File: config.mk
export PLATFORM = sky130hd
export DESIGN_NAME = block_bitmap_allocator_flat
export DESIGN_NICKNAME = d
export VERILOG_FILES = /design/src/rtl/core/bba_pkg.sv /design/src/rtl/core/bba_if.sv /design/src/rtl/core/bba_ram.sv /design/src/rtl/core/bba_front.sv /design/src/rtl/core/bba_queue.sv /design/src/rtl/core/bba_back.sv /design/src/rtl/core/block_bitmap_allocator.sv /design/src/flat_wrapper.sv
export SDC_FILE = /design/constraint.sdc
export NUM_CORES = 1
export LEC_CHECK = 0
export BUFFER_PORTS_ARGS = -buffer_cell sky130_fd_sc_hd__buf_4
export CORE_MARGIN = 1
export CORE_UTILIZATION = 55
export CTS_CLUSTER_SIZE = 14
export DETAILED_ROUTE_END_ITERATION = 10
export HOLD_SLACK_MARGIN = 0.1
export PLACE_DENSITY = 0.79
export RECOVER_POWER = 25
export SLEW_MARGIN = 20
export SYNTH_ARGS = -nofsm -noshare
export SYNTH_HDL_FRONTEND = slang
export SYNTH_HIERARCHICAL = 1
export SYNTH_SLANG_ARGS = --single-unit
File: constraint.sdc
create_clock -name clk -period 6.3 [get_ports clk]
set_input_delay 0.315 -clock clk [delete_from_list [all_inputs] [get_ports clk]]
set_output_delay 0.315 -clock clk [all_outputs]
set_load 0.02 [all_outputs]
File: src/rtl/core/bba_pkg.sv
package bba_pkg;

  // Field widths
  localparam int IDX_W  = 7;
  localparam int CNT_W  = 8;
  localparam int WORD_W = 8;
  // Word counter width: covers ceil(255 / 8) = 32 words
  localparam int NW_W   = 6;

  // Request codes
  localparam logic [1:0] REQ_ALLOC = 2'd0;
  localparam logic [1:0] REQ_FREE  = 2'd1;
  localparam logic [1:0] REQ_CHECK = 2'd2;

  // Status codes
  localparam logic [1:0] ST_OK    = 2'd0;
  localparam logic [1:0] ST_NONE  = 2'd1;
  localparam logic [1:0] ST_RANGE = 2'd2;

  // Formatted store: block 0 used, all others free (MSB-first in each word)
  localparam logic [WORD_W-1:0] WORD0_RESET = 8'h7F;
  localparam logic [WORD_W-1:0] WORD_RESET  = 8'hFF;
  localparam logic [WORD_W-1:0] MSB_MASK    = 8'h80;

  localparam logic [CNT_W-1:0] BLOCK_COUNT_RESET = 8'd128;

  // Command queue depth
  localparam int QDEPTH = 2;

  typedef enum logic [1:0] {
    OP_ALLOC,
    OP_FREE,
    OP_CHECK,
    OP_RANGE
  } op_t;

  typedef struct packed {
    op_t              op;
    logic [IDX_W-1:0] idx;
    logic [CNT_W-1:0] lim;
  } cmd_t;

endpackage

File: src/rtl/core/bba_if.sv
interface bba_req_if import bba_pkg::*; ();
  logic             valid;
  logic             ready;
  logic [1:0]       req_type;
  logic [IDX_W-1:0] block_index;

  modport source (output valid, req_type, block_index, input ready);
  modport sink   (input valid, req_type, block_index, output ready);
endinterface

interface bba_rsp_if import bba_pkg::*; ();
  logic             valid;
  logic             ready;
  logic [1:0]       status;
  logic [IDX_W-1:0] result_index;
  logic             was_free;
  logic [CNT_W-1:0] free_count;

  modport source (output valid, status, result_index, was_free, free_count, input ready);
  modport sink   (input valid, status, result_index, was_free, free_count, output ready);
endinterface

File: src/rtl/core/bba_ram.sv
module bba_ram #(
  parameter int WIDTH = 8,
  parameter int DEPTH = 16
) (
  input  logic                                    clk,
  input  logic                                    wr_en,
  input  logic [(DEPTH > 1 ? $clog2(DEPTH) : 1)-1:0] wr_addr,
  input  logic [WIDTH-1:0]                        wr_data,
  input  logic [(DEPTH > 1 ? $clog2(DEPTH) : 1)-1:0] rd_addr,
  output logic [WIDTH-1:0]                        rd_data
);

  logic [WIDTH-1:0] mem [DEPTH];

  // Write port and registered read port
  always_ff @(posedge clk) begin
    if (wr_en) begin
      mem[wr_addr] <= wr_data;
    end
    rd_data <= mem[rd_addr];
  end

endmodule

File: src/rtl/core/bba_front.sv
module bba_front import bba_pkg::*; #(
  parameter int MAX_BLOCKS = 128
) (
  bba_req_if.sink          req,
  input  logic [CNT_W-1:0] block_count,
  input  logic             clearing,
  output logic             push_valid,
  input  logic             push_ready,
  output cmd_t             push_data
);

  localparam int CAP = (MAX_BLOCKS < 255) ? MAX_BLOCKS : 255;
  localparam logic [CNT_W-1:0] CAP_LIM = CAP[CNT_W-1:0];

  logic [CNT_W-1:0] lim;
  logic             in_range;

  // Clamp the managed block count to the store size
  assign lim      = (block_count > CAP_LIM) ? CAP_LIM : block_count;
  assign in_range = {1'b0, req.block_index} < lim;

  // Hold off items while the store is being formatted
  assign req.ready  = push_ready & ~clearing;
  assign push_valid = req.valid & ~clearing;

  // Classify the request
  always_comb begin
    push_data.idx = req.block_index;
    push_data.lim = lim;
    case (req.req_type)
      REQ_ALLOC: push_data.op = OP_ALLOC;
      REQ_FREE:  push_data.op = in_range ? OP_FREE : OP_RANGE;
      default:   push_data.op = in_range ? OP_CHECK : OP_RANGE;
    endcase
  end

endmodule

File: src/rtl/core/bba_queue.sv
module bba_queue import bba_pkg::*; (
  input  logic clk,
  input  logic rst,
  input  logic push_valid,
  output logic push_ready,
  input  cmd_t push_data,
  output logic pop_valid,
  input  logic pop_ready,
  output cmd_t pop_data
);

  localparam int PW = (QDEPTH > 1) ? $clog2(QDEPTH) : 1;
  localparam logic [PW:0]   FULL  = (PW + 1)'(QDEPTH);
  localparam logic [PW-1:0] LAST  = PW'(QDEPTH - 1);

  cmd_t          slot [QDEPTH];
  logic [PW-1:0] wr_ptr;
  logic [PW-1:0] rd_ptr;
  logic [PW:0]   fill;
  logic          do_push;
  logic          do_pop;

  assign push_ready = (fill != FULL);
  assign pop_valid  = (fill != '0);
  assign pop_data   = slot[rd_ptr];
  assign do_push    = push_valid & push_ready;
  assign do_pop     = pop_valid & pop_ready;

  // Store pushed commands
  always_ff @(posedge clk) begin
    if (do_push) begin
      slot[wr_ptr] <= push_data;
    end
  end

  // Advance pointers and fill level
  always_ff @(posedge clk) begin
    if (rst) begin
      wr_ptr <= '0;
      rd_ptr <= '0;
      fill   <= '0;
    end else begin
      if (do_push) begin
        wr_ptr <= (wr_ptr == LAST) ? '0 : wr_ptr + 1'b1;
      end
      if (do_pop) begin
        rd_ptr <= (rd_ptr == LAST) ? '0 : rd_ptr + 1'b1;
      end
      case ({do_push, do_pop})
        2'b10:   fill <= fill + 1'b1;
        2'b01:   fill <= fill - 1'b1;
        default: fill <= fill;
      endcase
    end
  end

endmodule

File: src/rtl/core/bba_back.sv
module bba_back import bba_pkg::*; #(
  parameter int MAX_BLOCKS = 128
) (
  input  logic      clk,
  input  logic      rst,
  input  logic      pop_valid,
  output logic      pop_ready,
  input  cmd_t      pop_data,
  output logic      clearing,
  bba_rsp_if.source rsp
);

  localparam int MAP_WORDS = (MAX_BLOCKS + WORD_W - 1) / WORD_W;
  localparam int AW = (MAP_WORDS > 1) ? $clog2(MAP_WORDS) : 1;
  localparam logic [AW-1:0] LAST_WORD = AW'(MAP_WORDS - 1);

  typedef enum logic [2:0] {
    S_CLEAR,
    S_IDLE,
    S_SCAN,
    S_WRITE,
    S_REPORT
  } state_t;

  state_t           state;
  logic [AW-1:0]    clr_ptr;
  cmd_t             cmd;
  logic [NW_W-1:0]  nw;
  logic [NW_W-1:0]  rd_ptr;
  logic             d_valid;
  logic [NW_W-1:0]  d_word;
  logic [CNT_W-1:0] cnt;
  logic             found;
  logic [CNT_W-1:0] found_idx;
  logic             wf;
  logic [AW-1:0]    tgt_word;
  logic [WORD_W-1:0] tgt_data;
  logic [2:0]       tgt_bit;

  logic             out_valid;
  logic [1:0]       out_status;
  logic [IDX_W-1:0] out_index;
  logic             out_wf;
  logic [CNT_W-1:0] out_count;

  logic             ram_we;
  logic [AW-1:0]    ram_waddr;
  logic [WORD_W-1:0] ram_wdata;
  logic [WORD_W-1:0] rd_data;

  logic [3:0]       cnt_add;
  logic             any_cand;
  logic [2:0]       hit_bit;
  logic             alloc_ok;
  logic [WORD_W-1:0] bit_mask;

  bba_ram #(
    .WIDTH (WORD_W),
    .DEPTH (MAP_WORDS)
  ) u_map (
    .clk     (clk),
    .wr_en   (ram_we),
    .wr_addr (ram_waddr),
    .wr_data (ram_wdata),
    .rd_addr (AW'(rd_ptr)),
    .rd_data (rd_data)
  );

  assign clearing  = (state == S_CLEAR);
  assign pop_ready = (state == S_IDLE);
  assign alloc_ok  = found && (found_idx != '0);
  assign bit_mask  = MSB_MASK >> tgt_bit;

  // Count free blocks in the word and find the first allocatable one
  always_comb begin
    logic [8:0] j;
    logic       in_lim;
    logic       free_b;
    cnt_add  = '0;
    any_cand = 1'b0;
    hit_bit  = '0;
    for (int b = WORD_W - 1; b >= 0; b--) begin
      j      = {d_word, 3'(b)};
      in_lim = j < {1'b0, cmd.lim};
      free_b = rd_data[3'(WORD_W - 1 - b)];
      cnt_add = cnt_add + 4'(free_b & in_lim);
      if (free_b && in_lim && (j >= {2'b0, cmd.idx})) begin
        any_cand = 1'b1;
        hit_bit  = 3'(b);
      end
    end
  end

  // Select the map write: format pass or read-modify-write of one word
  always_comb begin
    ram_we    = 1'b0;
    ram_waddr = tgt_word;
    ram_wdata = tgt_data;
    case (state)
      S_CLEAR: begin
        ram_we    = 1'b1;
        ram_waddr = clr_ptr;
        ram_wdata = (clr_ptr == '0) ? WORD0_RESET : WORD_RESET;
      end
      S_WRITE: begin
        if (cmd.op == OP_FREE) begin
          ram_we    = 1'b1;
          ram_wdata = tgt_data | bit_mask;
        end else if (cmd.op == OP_ALLOC && alloc_ok) begin
          ram_we    = 1'b1;
          ram_wdata = tgt_data & ~bit_mask;
        end
      end
      default: ram_we = 1'b0;
    endcase
  end

  // Sequencer: state and registered outputs
  always_ff @(posedge clk) begin
    if (rst) begin
      state     <= S_CLEAR;
      clr_ptr   <= '0;
      d_valid   <= 1'b0;
      out_valid <= 1'b0;
    end else begin
      // Drop the result once taken, unless a new one is loaded below
      if (rsp.ready && state != S_REPORT) begin
        out_valid <= 1'b0;
      end
      case (state)
        S_CLEAR: begin
          clr_ptr <= clr_ptr + 1'b1;
          if (clr_ptr == LAST_WORD) begin
            state <= S_IDLE;
          end
        end
        S_IDLE: begin
          if (pop_valid) begin
            cmd     <= pop_data;
            nw      <= NW_W'(({1'b0, pop_data.lim} + 9'd7) >> 3);
            rd_ptr  <= '0;
            d_valid <= 1'b0;
            cnt     <= '0;
            found   <= 1'b0;
            wf      <= 1'b0;
            state   <= S_SCAN;
          end
        end
        S_SCAN: begin
          // Issue the next word read
          if (rd_ptr < nw) begin
            rd_ptr  <= rd_ptr + 1'b1;
            d_word  <= rd_ptr;
            d_valid <= 1'b1;
          end else begin
            d_valid <= 1'b0;
            if (!d_valid) begin
              state <= S_WRITE;
            end
          end
          // Consume the word read last cycle
          if (d_valid) begin
            cnt <= cnt + CNT_W'(cnt_add);
            if (cmd.op == OP_ALLOC) begin
              if (!found && any_cand) begin
                found     <= 1'b1;
                found_idx <= CNT_W'({d_word, hit_bit});
                tgt_word  <= AW'(d_word);
                tgt_data  <= rd_data;
                tgt_bit   <= hit_bit;
              end
            end else if (d_word == NW_W'(cmd.idx[IDX_W-1:3])) begin
              tgt_word <= AW'(d_word);
              tgt_data <= rd_data;
              tgt_bit  <= cmd.idx[2:0];
              wf       <= rd_data[3'(WORD_W - 1) - cmd.idx[2:0]];
            end
          end
        end
        S_WRITE: begin
          if (cmd.op == OP_ALLOC && alloc_ok) begin
            cnt <= cnt - 1'b1;
          end else if (cmd.op == OP_FREE && !wf) begin
            cnt <= cnt + 1'b1;
          end
          state <= S_REPORT;
        end
        S_REPORT: begin
          if (!out_valid || rsp.ready) begin
            out_valid <= 1'b1;
            out_count <= cnt;
            out_index <= (cmd.op == OP_ALLOC && alloc_ok) ? found_idx[IDX_W-1:0] : cmd.idx;
            case (cmd.op)
              OP_ALLOC: begin
                out_status <= alloc_ok ? ST_OK : ST_NONE;
                out_wf     <= alloc_ok;
              end
              OP_FREE, OP_CHECK: begin
                out_status <= ST_OK;
                out_wf     <= wf;
              end
              default: begin
                out_status <= ST_RANGE;
                out_wf     <= 1'b0;
              end
            endcase
            state <= S_IDLE;
          end
        end
        default: state <= S_IDLE;
      endcase
    end
  end

  assign rsp.valid        = out_valid;
  assign rsp.status       = out_status;
  assign rsp.result_index = out_index;
  assign rsp.was_free     = out_wf;
  assign rsp.free_count   = out_count;

endmodule

File: src/rtl/core/block_bitmap_allocator.sv
// Each item is served by a word-by-word scan of ceil(min(block_count, MAX_BLOCKS) / 8)
// bitmap words through the single read port of the map RAM (recount on every item);
// a new item enters the scan only once the last one has been reported, while the
// command queue holds up to QDEPTH (2) more.
// Reset: synchronous; the map is formatted by a pass over ceil(MAX_BLOCKS / 8)
// words (16 by default) during which no item is accepted.
module block_bitmap_allocator import bba_pkg::*; #(
  parameter int MAX_BLOCKS = 128
) (
  input  logic             clk,
  input  logic             rst,
  bba_req_if.sink          req,
  bba_rsp_if.source        rsp,
  input  logic             cfg_we,
  input  logic [CNT_W-1:0] cfg_data
);

  logic [CNT_W-1:0] block_count;
  logic             clearing;
  logic             push_valid;
  logic             push_ready;
  cmd_t             push_data;
  logic             pop_valid;
  logic             pop_ready;
  cmd_t             pop_data;

  // Block count register
  always_ff @(posedge clk) begin
    if (rst) begin
      block_count <= BLOCK_COUNT_RESET;
    end else if (cfg_we) begin
      block_count <= cfg_data;
    end
  end

  bba_front #(
    .MAX_BLOCKS (MAX_BLOCKS)
  ) u_front (
    .req         (req),
    .block_count (block_count),
    .clearing    (clearing),
    .push_valid  (push_valid),
    .push_ready  (push_ready),
    .push_data   (push_data)
  );

  bba_queue u_queue (
    .clk        (clk),
    .rst        (rst),
    .push_valid (push_valid),
    .push_ready (push_ready),
    .push_data  (push_data),
    .pop_valid  (pop_valid),
    .pop_ready  (pop_ready),
    .pop_data   (pop_data)
  );

  bba_back #(
    .MAX_BLOCKS (MAX_BLOCKS)
  ) u_back (
    .clk       (clk),
    .rst       (rst),
    .pop_valid (pop_valid),
    .pop_ready (pop_ready),
    .pop_data  (pop_data),
    .clearing  (clearing),
    .rsp       (rsp)
  );

  // Free count never exceeds the managed block count
  a_count_bound: assert property (@(posedge clk) disable iff (rst)
    rsp.valid |-> (rsp.free_count <= block_count))
    else $error("free count above block count");

  // Failed requests never report a free block
  a_fail_not_free: assert property (@(posedge clk) disable iff (rst)
    (rsp.valid && rsp.status != ST_OK) |-> !rsp.was_free)
    else $error("failed request reports a free block");

  // No item enters and no result is offered while the map is being formatted
  a_no_accept_clear: assert property (@(posedge clk) disable iff (rst)
    clearing |-> !(req.valid && req.ready) && !rsp.valid)
    else $error("activity during format pass");

endmodule

File: src/flat_wrapper.sv
// flat-port wrapper written by rule: the top's interface ports become plain ports
module block_bitmap_allocator_flat import bba_pkg::*;
#(
  parameter int MAX_BLOCKS = 128
)
  (clk, rst, cfg_we, cfg_data, req_valid, req_req_type, req_block_index, req_ready, rsp_valid, rsp_status, rsp_result_index, rsp_was_free, rsp_free_count, rsp_ready);
  bba_req_if req_i ();
  bba_rsp_if rsp_i ();
  input  logic clk;
  input  logic rst;
  input  logic cfg_we;
  input  logic [CNT_W-1:0] cfg_data;
  input wire logic [$bits(req_i.valid)-1:0] req_valid;
  input wire logic [$bits(req_i.req_type)-1:0] req_req_type;
  input wire logic [$bits(req_i.block_index)-1:0] req_block_index;
  output wire logic [$bits(req_i.ready)-1:0] req_ready;
  output wire logic [$bits(rsp_i.valid)-1:0] rsp_valid;
  output wire logic [$bits(rsp_i.status)-1:0] rsp_status;
  output wire logic [$bits(rsp_i.result_index)-1:0] rsp_result_index;
  output wire logic [$bits(rsp_i.was_free)-1:0] rsp_was_free;
  output wire logic [$bits(rsp_i.free_count)-1:0] rsp_free_count;
  input wire logic [$bits(rsp_i.ready)-1:0] rsp_ready;
  assign req_i.valid = req_valid;
  assign req_i.req_type = req_req_type;
  assign req_i.block_index = req_block_index;
  assign req_ready = req_i.ready;
  assign rsp_valid = rsp_i.valid;
  assign rsp_status = rsp_i.status;
  assign rsp_result_index = rsp_i.result_index;
  assign rsp_was_free = rsp_i.was_free;
  assign rsp_free_count = rsp_i.free_count;
  assign rsp_i.ready = rsp_ready;
  block_bitmap_allocator #(.MAX_BLOCKS(MAX_BLOCKS)) u_core (.clk(clk), .rst(rst), .req(req_i), .rsp(rsp_i), .cfg_we(cfg_we), .cfg_data(cfg_data));
endmodule
==> out/qor.yml <==
path_cells: "ha_1 > a21o_1 > a2111oi_2 > o21a_1 > fa_1 > ha_1 > ha_1 > inv_1 > ha_1 > o21ai_0 > ha_1 > nor2b_1 > o21ai_0 > a21oi_1 > o41ai_1 > xnor2_1 > nor2_1"
crit_required_ns: 6.57
design_area_mm2: 0.01359
clock_latency_ns: 0.53
max_freq_ghz: 0.2060
antenna_found_initial: 0
hold_path_end: "u_core/block_count[7]"
cap_violations: 2
fin_skew_ns: 0.008002
area_growth_pct: 11.75
cpPeakStageDelay_ns: 0.45
drc: 0
nets: 934
rr_worst_depth: 17
place.gp.congestion: 0.9172
synth_edf_count: 248
core_mm2: 0.02176
die-height_um: 150.7
p_leak_nw: 4.628
clk_pin_slew_ns: 0.06
ys_ff_latch: 278
postRouteAntennaNets: 0
cts.sinks: 278
synth_nets: 867
yosysSeqAreaShare_pct: 66.19
wl_per_cell_um: 19.68
placed_area_mm2: 0.01271
hp-start: "cfg_we"
dr.pass1.iters: 5
netlist_instances: 802
path_common_cell: "ha_1"
vias: 6741
hold_viol: 0
grt_max_degree: 37
endpoint_kind: "flop"
synth_warnings: 6
rows: 54
cts_root_buf: "clkbuf_16"
holdCritPathClass: "in2reg"
io_buffers: 41
reg2reg_to: "u_core/u_back/cnt[7]"
yosysUniqueCellTypes: 66
whs_path_depth: 2
drt-total-wl_um: 23010
grt_pass1_wl_um: 36340
start_util_pct: 55.88
power_density_mw_per_mm2: 263.1
layout_worst_path_cycle_share_pct: 77.06
drive_gt1_share_pct: 13.16
htreeDepth: 1
worst-path-buf-inv: 1
worst_pin_slew_ns: 2.704
syn_avg_cell_area_um2: 15.16
slowest_stage: "a2111oi_2"
crit_arrival_ns: 5.12
antennaDiodeCount: 0
max_slew_margin_pct: -80.28
clockBufferDepth: 3
finalMaxSlewViolations: 74
criticalPathCategory: "reg2reg"
grt_pass1_vias: 6828
cts_buffers: 28
dieWidth_um: 150.7
fillCellCount: 1551
grt_usage_pct: 21.21
startpoint_type: "flop"
rr_startpoint: "u_core/u_back/d_word[3]"
ys.flop_type: "edfxtp_1"
crit_fanout: 4
synthArstFlopShare_pct: 0
cts_tree: "yes"
die-area_mm2: 0.02270
syn_area_mm2: 0.01216
setup_tns_ns: 0
r2r_slack_ns: 1.45
status: "complete, but fails checks"
initialDrtViolationCount: 536
critical_path.top_delay_family: "compound AO/OA/AOI/OAI gates"
layout_min_cycle_time_ns: 4.855
rsz0062_at_grt: "no"
viasPerCell: 5.766
violations: "capacitance limit, slew limit"
finalSetupViolations: 0
place_hpwl_um: 15290
vdd.ir_drop.worst_mv: 0.2044
grt_overflow: 0
io_pins: 42
## cell type report
class / instances / area, um2 / share of cell area (%)
clock inverter: 13 / 63.81 / 0.4697
timing repair buffer: 71 / 466.7 / 3.435
tap: 280 / 350.3 / 2.579
multi-input combinational: 444 / 3730 / 27.45
clock buffer: 37 / 755.7 / 5.562
sequential: 278 / 8048 / 59.23
inverter: 46 / 172.7 / 1.271
## timing repair
action,4_1_cts,5_1_grt
hold endpoints to repair,28,0
setup buffers,0,0
hold buffers,17,0
endpoints found under the setup margin,0,0
gates resized for setup,0,0
## layer usage
layer | global-route usage (%) | wire, um | vias to the layer above
li1 | - | - | 3164
met1 | 28.85 | 9763 | 3332
met2 | 35.74 | 11480 | 208
met3 | 3.061 | 1292 | 37
met4 | 5.950 | 473 | 0
met5 | 0 | 0 | -
## power by group
group | leakage [nW] | internal, mW | total [mW] | switching, mW
logic | 1.84 | 0.0328 | 0.0795 | 0.0466
registers | 2.38 | 2.00 | 2.01 | 0.00633
clock network | 0.409 | 0.840 | 1.49 | 0.647
total | 4.63 | 2.88 | 3.57 | 0.700
## worst max-delay path by stage
stage,start,end,slack [ns],cells after the start
after floorplan,u_core/u_back/d_word[3],u_core/u_back/cnt[7],1.88,17
after global placement,u_core/u_back/d_word[3],u_core/u_back/cnt[7],1.62,17
after CTS,u_core/u_back/d_word[3],u_core/u_back/cnt[7],1.46,17
final,u_core/u_back/d_word[3],u_core/u_back/cnt[7],1.45,17
after global routing,u_core/u_back/d_word[3],u_core/u_back/cnt[7],1.12,17
after detailed placement,u_core/u_back/d_word[3],u_core/u_back/cnt[7],1.47,17
## cell usage in the layout, fill, tap and decap left out, types with 8 or more instances in the layout
cell,instances
a22oi_1,16
ha_1,41
nor3_1,10
buf_4,18
clkbuf_16,29
nand3_1,8
mux2i_1,8
xor2_1,10
xnor2_1,12
clkbuf_1,37
dlygate4sd3_1,17
mux2_2,14
clkinv_2,8
o21ai_0,25
mux4_2,20
dfxtp_1,30
edfxtp_1,248
nand2_1,47
a31oi_1,8
nand2b_1,18
mux4_1,14
a21oi_1,37
nor2b_1,10
nor2_1,62
inv_1,45
## per-stage QoR
stage                     setup WS, ns  hold slack, ns  cells  power, mW  utilization, %
final                            1.445          0.1304   1169      3.575           62.45
after global routing             1.120          0.1318   1169      3.670           62.45
after CTS                        1.462          0.1087   1169      3.600           62.97
after detailed placement         1.468          0.4179   1102      2.122           58.42
after global placement           1.618          0.4244   1102      2.119           58.36
after floorplan                  1.884          0.3841    802      2.092               -
## cells in the mapped netlist, types with 12 or more instances
| library cell | n | area share (%) |
|---|---|---|
| o21ai_0 | 25 | 1.0 |
| edfxtp_1 | 248 | 61 |
| mux4_2 | 20 | 3.7 |
| nor2_1 | 63 | 1.9 |
| xnor2_1 | 12 | 0.86 |
| mux2_2 | 21 | 1.9 |
| nand2b_1 | 18 | 0.93 |
| nand2_1 | 47 | 1.5 |
| dfxtp_1 | 30 | 4.9 |
| inv_1 | 45 | 1.4 |
| mux4_1 | 14 | 3.0 |
| a22oi_1 | 16 | 0.99 |
| ha_1 | 41 | 4.2 |
| a21oi_1 | 40 | 1.6 |
## state kept, by name, summed over array words and instances (netlist names), 6 cells and up, named ones only
register                        count
u_core/u_back/rd_ptr                6
u_core/block_count                  8
u_core/u_back/found_idx             8
u_core/u_back/u_map/mem           128
u_core/u_back/rsp.free_count        8
u_core/u_back/d_word                6
u_core/u_back/nw                    6
u_core/u_back/cmd                  17
u_core/u_queue/slot                34
u_core/u_back/tgt_data              8
u_core/u_back/cnt                   8
u_core/u_back/rsp.result_index      7
u_core/u_back/u_map/rd_data         8
## cells by family after synthesis
group	synth area share (%)
AOI/OAI and AO/OA	7.214
xor gates and xnor gates	1.585
adders and majority gates	4.549
buffers and inverters	3.262
DFF	66.19
muxes	9.334
and+or+nand+nor	7.863
Note: power is estimated with default switching activity, not from simulation.
